`src/sv/cht_pkg.sv`:
```
// Package: shared constants, codes and controller/datapath command types.
`default_nettype none
package cht_pkg;
  localparam int MaxBuckets  = 1024;
  localparam int PoolEntries = 1024;
  localparam int BktW = $clog2(MaxBuckets);
  localparam int EntW = $clog2(PoolEntries);
  localparam int CntW = 11;
  localparam int KeyW = 62;

  localparam logic [2:0] StInsEmpty = 3'd0;
  localparam logic [2:0] StInsColl  = 3'd1;
  localparam logic [2:0] StFound    = 3'd2;
  localparam logic [2:0] StMissing  = 3'd3;
  localparam logic [2:0] StFull     = 3'd4;

  typedef struct packed {
    logic head_clr;  // clear one bucket head after reset
    logic load;      // capture request, start modulo
    logic mod_step;  // one restoring-division step
    logic head_rd;   // read bucket head
    logic ent_rd;    // read entry at cursor
    logic follow;    // cursor <= link of current entry
    logic alloc;     // write new entry, bump pool
    logic link_wr;   // link cursor entry to new entry
    logic head_wr;   // set bucket head to new entry
    logic count;     // probe count += 1
    logic finish;    // build result
    logic [2:0] status;
  } cht_cmd_t;

  typedef struct packed {
    logic clr_done;
    logic mod_done;
    logic is_search;
    logic pool_full;
    logic head_valid;
    logic link_valid;
    logic key_match;
    logic limit;
  } cht_sts_t;
endpackage
`default_nettype wire

```
`src/sv/cht_ctrl.sv`:
```
// Controller: sequences modulo, chain walk, update and result handshake.
`default_nettype none
module cht_ctrl (
  input  wire logic             clk_i,
  input  wire logic             rst_ni,
  input  wire logic             req_valid_i,
  output logic                  req_ready_o,
  output logic                  rsp_valid_o,
  input  wire logic             rsp_ready_i,
  input  wire cht_pkg::cht_sts_t sts_i,
  output cht_pkg::cht_cmd_t     cmd_o
);
  import cht_pkg::*;

  typedef enum logic [3:0] {
    S_CLEAR, S_IDLE, S_MOD, S_HEAD, S_HWAIT, S_ERD, S_EWAIT, S_EVAL, S_DONE, S_OUT
  } state_e;
  state_e state_q;
  logic [2:0] st_q;

  always_comb begin
    cmd_o = '0;
    cmd_o.status = st_q;
    case (state_q)
      S_CLEAR: cmd_o.head_clr = 1'b1;
      S_IDLE: cmd_o.load = req_valid_i;
      S_MOD: cmd_o.mod_step = !sts_i.mod_done;
      S_HEAD: cmd_o.head_rd = 1'b1;
      S_HWAIT: begin
        if (!sts_i.is_search && !sts_i.pool_full) begin
          cmd_o.alloc = 1'b1;
          cmd_o.head_wr = !sts_i.head_valid;
        end
      end
      // Every visited node is counted on its entry read.
      S_ERD: begin
        cmd_o.ent_rd = 1'b1;
        cmd_o.count = 1'b1;
      end
      S_EVAL: begin
        if (!sts_i.is_search) begin
          if (sts_i.link_valid && !sts_i.limit) cmd_o.follow = 1'b1;
          else cmd_o.link_wr = 1'b1;
        end else begin
          if (!sts_i.key_match && sts_i.link_valid && !sts_i.limit)
            cmd_o.follow = 1'b1;
        end
      end
      S_DONE: cmd_o.finish = 1'b1;
      default: ;
    endcase
  end

  assign req_ready_o = (state_q == S_IDLE);
  assign rsp_valid_o = (state_q == S_OUT);

  always_ff @(posedge clk_i or negedge rst_ni) begin
    if (!rst_ni) begin
      state_q <= S_CLEAR;
      st_q <= StMissing;
    end else begin
      case (state_q)
        S_CLEAR: if (sts_i.clr_done) state_q <= S_IDLE;
        S_IDLE: if (req_valid_i) state_q <= S_MOD;
        S_MOD: if (sts_i.mod_done) state_q <= S_HEAD;
        S_HEAD: state_q <= S_HWAIT;
        S_HWAIT: begin
          if (!sts_i.is_search && sts_i.pool_full) begin
            st_q <= StFull; state_q <= S_DONE;
          end else if (!sts_i.head_valid) begin
            st_q <= sts_i.is_search ? StMissing : StInsEmpty;
            state_q <= S_DONE;
          end else state_q <= S_ERD;
        end
        S_ERD: state_q <= S_EWAIT;
        S_EWAIT: state_q <= S_EVAL;
        S_EVAL: begin
          if (!sts_i.is_search) begin
            if (sts_i.link_valid && !sts_i.limit) state_q <= S_ERD;
            else begin st_q <= StInsColl; state_q <= S_DONE; end
          end else if (sts_i.key_match) begin
            st_q <= StFound; state_q <= S_DONE;
          end else if (sts_i.link_valid && !sts_i.limit) state_q <= S_ERD;
          else begin st_q <= StMissing; state_q <= S_DONE; end
        end
        S_DONE: state_q <= S_OUT;
        S_OUT: if (rsp_ready_i) state_q <= S_IDLE;
        default: state_q <= S_IDLE;
      endcase
    end
  end
endmodule
`default_nettype wire

```
`config.mk`:
```
export PLATFORM = sky130hd
export DESIGN_NAME = cht_ctrl
export DESIGN_NICKNAME = d
export VERILOG_FILES = /design/src/sv/cht_pkg.sv /design/src/sv/cht_ctrl.sv
export SDC_FILE = /design/constraint.sdc
export NUM_CORES = 1
export LEC_CHECK = 0
export BUFFER_PORTS_ARGS = -buffer_cell sky130_fd_sc_hd__buf_2
export CAP_MARGIN = 10
export CORE_UTILIZATION = 39
export CTS_CLUSTER_DIAMETER = 30
export DETAILED_ROUTE_END_ITERATION = 10
export PLACE_DENSITY_LB_ADDON = 0.25
export SLEW_MARGIN = 40
export SYNTH_ARGS = -nofsm -noshare
export SYNTH_HDL_FRONTEND = slang
export SYNTH_SLANG_ARGS = --single-unit
```
`constraint.sdc`:
```
create_clock -name clk_i -period 1.4 [get_ports clk_i]
set_input_delay 0.21 -clock clk_i [delete_from_list [all_inputs] [get_ports clk_i]]
set_output_delay 0.21 -clock clk_i [all_outputs]
set_load 0.02 [all_outputs]
```
==> impl_metrics.csv, run 1 <==
group,metric,value,unit
run_status,status,"finished with violations",
run_status,violations,"setup timing",
sta,fmax,602,MHz
cts,htree_levels,1,
floorplanning,die_w,39.4,um
detailed_routing,first_iter_violations,8,
floorplanning,coreArea,1300,um^2
critical_path,crit_slowest_cell,"dfrtp_1",
final_layout,fin_util,0.826,
floorplanning,die-area,1560,um^2
final_layout,fin_area,1070,um^2
sta,slew_headroom,0.800,
critical_path,critical_path.startpoint_type,"flip-flop",
synth,post-synth-top-count-cell,"nor2_1",
synth,yosys.area_share.simple,0.348,
synth,synth_mux_area_frac,0.0801,
placed_design,place_area,808,um^2
sta,worst_pin_slew,300,ps
floorplanning,io_pins,28,
pwr,finalPower,2.22,mW
critical_path,cp_cell_sequence,"nand2b_4 -> or3_4 -> nor4_4 -> buf_4",
placed_design,dp.cells,111,
synth,syn_area,547,um^2
sta,rsz0062_at_grt,"yes",
pwr,cellPowerDensity,2070,nW/um^2
global_routing,grt_max_degree,12,
job,drv_cap,0,
cts,clk-insertion-delay-late,240,ps
sta,fin_crit_sh,1.19,
floorplanning,die_h,39.4,um
global_routing,grt_usage,0.235,
sta,layout_setup_ws,-260,ps
detailed_routing,wl,2.05,mm
final_layout,n_antenna_cell,0,
final_layout,layout-drive-gt1-share,0.716,
detailed_routing,via_count,682,
cts,cts_sinks,7,
cts,clockBufferDepth,2,
final_layout,fillCellCount,66,
cts,numCtsBuffers,3,
sta,slew_violations,0,
floorplanning,rows,13,
critical_path,critPathMaxFanout,2,
critical_path,slowest_delay,390,ps
worst_hold_path,worstHoldPathType,"in -> reg",
sta,fin_worst_skew,2.04,ps
synth,synth_top_family_by_area,"simple AND/OR/NAND/NOR gates",
synth,synthesis.nets,74,
critical_path,crit_arrival,1450,ps
floorplanning,start_util,0.420,
cts,clk_root_buffer_cell,"clkbuf_4",
sta,hold_viol,0,
final_layout,nets,122,
synth,synth_area_leaders,"dfrtp_1 23%, dfstp_2 9.6%, nand2b_1 5.7%, nor3_1 5.5%, nor2_1 4.8%",
synth,netlist_top_cells_count,"7 x nor2_1, 6 x nor3_1, 5 x dfrtp_1, 5 x nand2b_1, 4 x nand2_1",
synth,synth_compound_area_frac,0.169,
critical_path,setup.worst_path.class,"reg -> out",
critical_path,critPathRequiredTime,1190,ps
placed_design,dp_hpwl,1.16,mm
synth,syn-instance-count,62,
global_routing,grt-ovfl-total,0,
placed_design,portBuffers,27,
global_routing,antenna_found_initial,0,
synth,synth_edf_count,0,
synth,synth_ff_type,"dfrtp_1",
detailed_routing,vias_per_cell,5.50,
detailed_routing,wl_per_cell,16.5,um
cts,cts_tree,"built",
synth,ys_seq_area_frac,0.325,
placed_design,place.gp.congestion,0.830,
pwr,max-vdd-ir-drop,1380,uV
synth,synth.avg_cell_area,8.82,um^2
critical_path,worst_setup_path_end_kind,"output port",
cts,cts.clk_slew.worst_paths,50,ps
sta,fin_hold_ws,253,ps
global_routing,grt_first_pass_wirelength,2.40,mm
global_routing,grt_pass1_vias,574,
synth,async_flop_share,1.00,
synth,synth-warning-count,0,
final_layout,area_delta_synth_final,96.6,%
detailed_routing,ant_nets,0,
synth,synth_area_leader_cell,"dfrtp_1",
synth,synth_cell_types,29,
final_layout,fin_cells,124,
sta,period_needed,1660,ps
synth,synth_top_area_frac,0.229,
detailed_routing,drc,0,
synth,synth-adder-area-share,0,
synth,ys_ff_latch,7,
synth,synth_xor_area_frac,0,
detailed_routing,firstDrtPassIters,4,
sta,setup_viol,15,
pwr,leakagePower,0.495,nW
[cells by family after synthesis]
| kind of cell | count (synthesis) |
|---|---|
| simple gates | 33 |
| buf+inv | 6 |
| compound gates | 12 |
| mux | 4 |
| flops | 7 |
[report_power, final]
| group | switching (mW) | internal (mW) |
|---|---|---|
| Combinational | 0.828 | 0.808 |
| Clock | 0.0629 | 0.108 |
| Sequential | 0.0915 | 0.323 |
| Total | 0.982 | 1.24 |
[through the flow]
stage	setup TNS [ps]	setup WS, ps
floorplan	-180	-79.3
finish	-1730	-260
global placement	-19.9	-19.9
detailed placement	-52.0	-34.6
CTS	-1950	-257
global route	-2280	-301
[critical path, delay by kind of cell, from the launching register on]
family / cells / cell delay, ps
buf+inv: 1 / 180
flops: 1 / 390
simple gates: 3 / 650
[per-layer routing]
| layer | global-route usage | share of wire | vias to the layer above |
|---|---|---|---|
| met5 | 0 | 0 | - |
| met1 | 0.281 | 0.38 | 325 |
| li1 | - | - | 321 |
| met2 | 0.434 | 0.53 | 28 |
| met4 | 0.0517 | 0.043 | 0 |
| met3 | 0.0341 | 0.051 | 8 |
[path summary, 6_finish.rpt]
check | from | endpoint | slack [ps] | depth (start not counted)
max in group asynchronous | rst_ni | st_q[1]$_DFFE_PN1P_ | 850 | 2
setup / recovery | state_q[3]$_DFFE_PN0P_ | cmd_o[5] | -260 | 4
hold reg to reg | st_q[2]$_DFFE_PN0P_ | st_q[2]$_DFFE_PN0P_ | 500 | 1
hold / removal | rsp_ready_i | state_q[3]$_DFFE_PN0P_ | 250 | 3
min in group asynchronous | rst_ni | state_q[3]$_DFFE_PN0P_ | 330 | 2
setup reg to reg | state_q[3]$_DFFE_PN0P_ | st_q[0]$_DFFE_PN1P_ | -80 | 5
[state kept, by name, indices dropped and copies added, names as in the netlist]
| signal | cells |
|---|---|
| state_q | 4 |
| st_q | 3 |
[final cells by class]
type	count	area (um^2)	share of cell area
repair buffers	48	372	0.346
clock buffers	4	26.3	0.0244
multi-input cells	49	473	0.440
inverters	1	3.75	0.00349
well taps	15	18.8	0.0175
flip-flops and latches	7	181	0.169
[layout by cell type, fill, tap and decap left out, types with 2 or more instances in the layout]
master and instances:
nor3_4 2, dfstp_2 2, dfrtp_2 3, o21bai_1 2, nor2b_1 2, nand2b_4 4
mux2_2 2, nor4_4 2, nand2_1 4, buf_4 18, buf_2 16, dfrtp_1 2
a21oi_1 3, nor2_4 2, clkbuf_4 3, buf_6 13, nor3_2 3, nor2_1 5
[what timing repair did]
item | in CTS | in global routing
setup buffers | 6 | 4
endpoints found under the hold margin | 7 | 0
resized for setup | 22 | 21
hold buffers | 1 | 0
setup endpoints to repair | 14 | 17
pin swaps | 2 | 6
(Power assumes the default switching activity.)
==> run 2: changes to the inputs <==
--- a/config.mk
+++ b/config.mk
@@ -5,12 +5,15 @@
 export SDC_FILE = /design/constraint.sdc
 export NUM_CORES = 1
 export LEC_CHECK = 0
+export ABC_CLOCK_PERIOD_IN_PS = 1400
 export BUFFER_PORTS_ARGS = -buffer_cell sky130_fd_sc_hd__buf_2
 export CAP_MARGIN = 10
 export CORE_UTILIZATION = 39
 export CTS_CLUSTER_DIAMETER = 30
 export DETAILED_ROUTE_END_ITERATION = 10
+export GPL_ROUTABILITY_DRIVEN = 1
 export PLACE_DENSITY_LB_ADDON = 0.25
+export RECOVER_POWER = 25
 export SLEW_MARGIN = 40
 export SYNTH_ARGS = -nofsm -noshare
 export SYNTH_HDL_FRONTEND = slang
==> run 2 against run 1 <==
  * The run still ends with setup timing left
  * Core utilization fell by 0.096 points
  * Worst setup slack did not move
  * Die area stayed put
  * Non-clock buffer count stayed put
  * Hold slack did not move
  * Cell count did not move
  * Clock skew about the same
  * Design area down 0.12%
  * Power is essentially flat
  * Count of clock-buffer cells in the layout did not move
  * Highest routed layer unchanged
==> impl_metrics.csv, run 2 (synthesized netlist as in run 1, its figures left out) <==
group,metric,value,unit
cts,clk-insertion-delay-late,240,ps
critical_path,crit_slowest_cell,"dfrtp_1",
final_layout,regArea,181,um^2
final_layout,layout-drive-gt1-share,0.706,
global_routing,grt_pass1_vias,574,
pwr,finalPower,2.22,mW
cts,clk_root_buffer_cell,"clkbuf_4",
cts,clockBufferDepth,2,
placed_design,dp_hpwl,1.16,mm
critical_path,ff2ff_path_depth,5,
global_routing,grt_usage,0.235,
critical_path,critPathMaxFanout,2,
sta,slew_violations,0,
sta,fin_crit_sh,1.19,
sta,hold_viol,0,
final_layout,n_antenna_cell,0,
final_layout,final_cell_mix,"18 x buf_4, 15 x buf_2, 13 x buf_6",
detailed_routing,first_iter_violations,8,
critical_path,slowest_delay,390,ps
floorplanning,coreArea,1300,um^2
floorplanning,die_h,39.4,um
placed_design,place.gp.congestion,0.830,
global_routing,antenna_found_initial,0,
final_layout,fillCellCount,67,
floorplanning,rows,13,
worst_hold_path,worstHoldPathType,"in -> reg",
critical_path,setup.worst_path.class,"reg -> out",
critical_path,critPathRequiredTime,1190,ps
critical_path,startpoint,"state_q[3]$_DFFE_PN0P_",
sta,layout_setup_ws,-260,ps
cts,cts.clk_slew.worst_paths,50,ps
detailed_routing,firstDrtPassIters,4,
final_layout,largestRegisters,"state_q: 4 flops, st_q: 3 flops",
sta,rsz0062_at_grt,"yes",
critical_path,rr_endpoint,"st_q[0]$_DFFE_PN1P_",
critical_path,worst_setup_path_end_kind,"output port",
pwr,leakagePower,0.493,nW
sta,fin_worst_skew,2.10,ps
detailed_routing,wl,2.05,mm
sta,setup_viol,15,
pwr,max-vdd-ir-drop,1380,uV
final_layout,regMostFlops,"state_q",
floorplanning,die_w,39.4,um
placed_design,portBuffers,27,
floorplanning,start_util,0.420,
sta,period_needed,1660,ps
critical_path,path_depth,4,
critical_path,cp_top_family,"simple AND/OR/NAND/NOR gates",
sta,slew_headroom,0.762,
cts,cts_tree,"built",
global_routing,grt_first_pass_wirelength,2.40,mm
detailed_routing,vias_per_cell,5.50,
pwr,cellPowerDensity,2070,nW/um^2
final_layout,layout_commonest_cell,"buf_4",
cts,htree_levels,1,
critical_path,crit_arrival,1450,ps
detailed_routing,drc,0,
run_status,violations,"setup timing",
critical_path,critPathCapture,"cmd_o[5]",
run_status,status,"finished with violations",
sta,fmax,602,MHz
global_routing,grt-ovfl-total,0,
detailed_routing,wl_per_cell,16.5,um
floorplanning,io_pins,28,
final_layout,area_delta_synth_final,96.3,%
final_layout,multi_input_area,473,um^2
sta,fin_hold_ws,253,ps
critical_path,reg2reg_from,"state_q[3]$_DFFE_PN0P_",
critical_path,cp_cell_sequence,"nand2b_4 -> or3_4 -> nor4_4 -> buf_4",
job,drv_cap,0,
critical_path,crit_buf_inv,1,
cts,cts_sinks,7,
final_layout,largest_reg_flops,4,
final_layout,nets,122,
cts,numCtsBuffers,3,
detailed_routing,ant_nets,0,
critical_path,critical_path.startpoint_type,"flip-flop",
critical_path,rrSetupSlack,-80,ps
detailed_routing,via_count,682,
global_routing,grt_max_degree,12,
floorplanning,die-area,1560,um^2
sta,worst_pin_slew,357,ps
run 2: changes by cell type in the layout (fill, tap and decap cells not counted):
cell,change
buf_2,-1
clkbuf_1,+1
run 2: routing by layer:
metal | GRT usage | vias to the layer above | part of all wire
met5 | 0 | - | 0
met4 | 0.0517 | 0 | 0.043
met3 | 0.0341 | 8 | 0.051
met2 | 0.434 | 28 | 0.53
met1 | 0.281 | 325 | 0.38
li1 | - | 321 | -
run 2: power breakdown:
| group | switching, mW | total (mW) | internal [mW] |
|---|---|---|---|
| combinational | 0.828 | 1.64 | 0.808 |
| sequential | 0.0915 | 0.415 | 0.323 |
| clock | 0.0628 | 0.171 | 0.108 |
run 2: through the flow:
| step | setup WS, ps | utilization | cell area (um^2) | setup TNS [ps] | instances |
|---|---|---|---|---|---|
| global placement | -19.9 | 0.621 | 808 | -19.9 | 111 |
| detailed placement | -34.6 | 0.621 | 808 | -52.0 | 111 |
| CTS | -257 | 0.743 | 967 | -1950 | 121 |
| global route | -301 | 0.825 | 1070 | -2280 | 124 |
| finish | -260 | 0.825 | 1070 | -1730 | 124 |
| floorplan | -79.3 | - | 611 | -180 | 62 |
run 2: worst min-delay path, cell delays in order:
cell and delay [ps]:
buf_2 80, a211o_1 110, nand2_1 50
run 2: how the worst min path moves through the flow:
stage	start	endpoint	depth (start not counted)	slack [ps]
final	rsp_ready_i	state_q[3]$_DFFE_PN0P_	3	250
after global routing	rsp_ready_i	state_q[3]$_DFFE_PN0P_	3	250
after CTS	rsp_ready_i	state_q[3]$_DFFE_PN0P_	3	230
after detailed placement	rst_ni	st_q[2]$_DFFE_PN0P_	1	40
after global placement	rst_ni	st_q[2]$_DFFE_PN0P_	1	50
after floorplan	rst_ni	st_q[2]$_DFFE_PN0P_	0	-90
run 2: what timing repair did:
item,CTS,global route
hold buffers,1,0
hold endpoints to repair,7,0
setup endpoints to repair,14,17
buffers inserted,6,4
pin swaps,2,6
gates resized for setup,22,21
run 2: layout make-up:
cell class	instances	share of cell area
flip-flops and latches	7	0.169
inverters	1	0.00350
well taps	15	0.0175
repair buffers	48	0.345
clock buffers	4	0.0245
multi-input cells	49	0.441
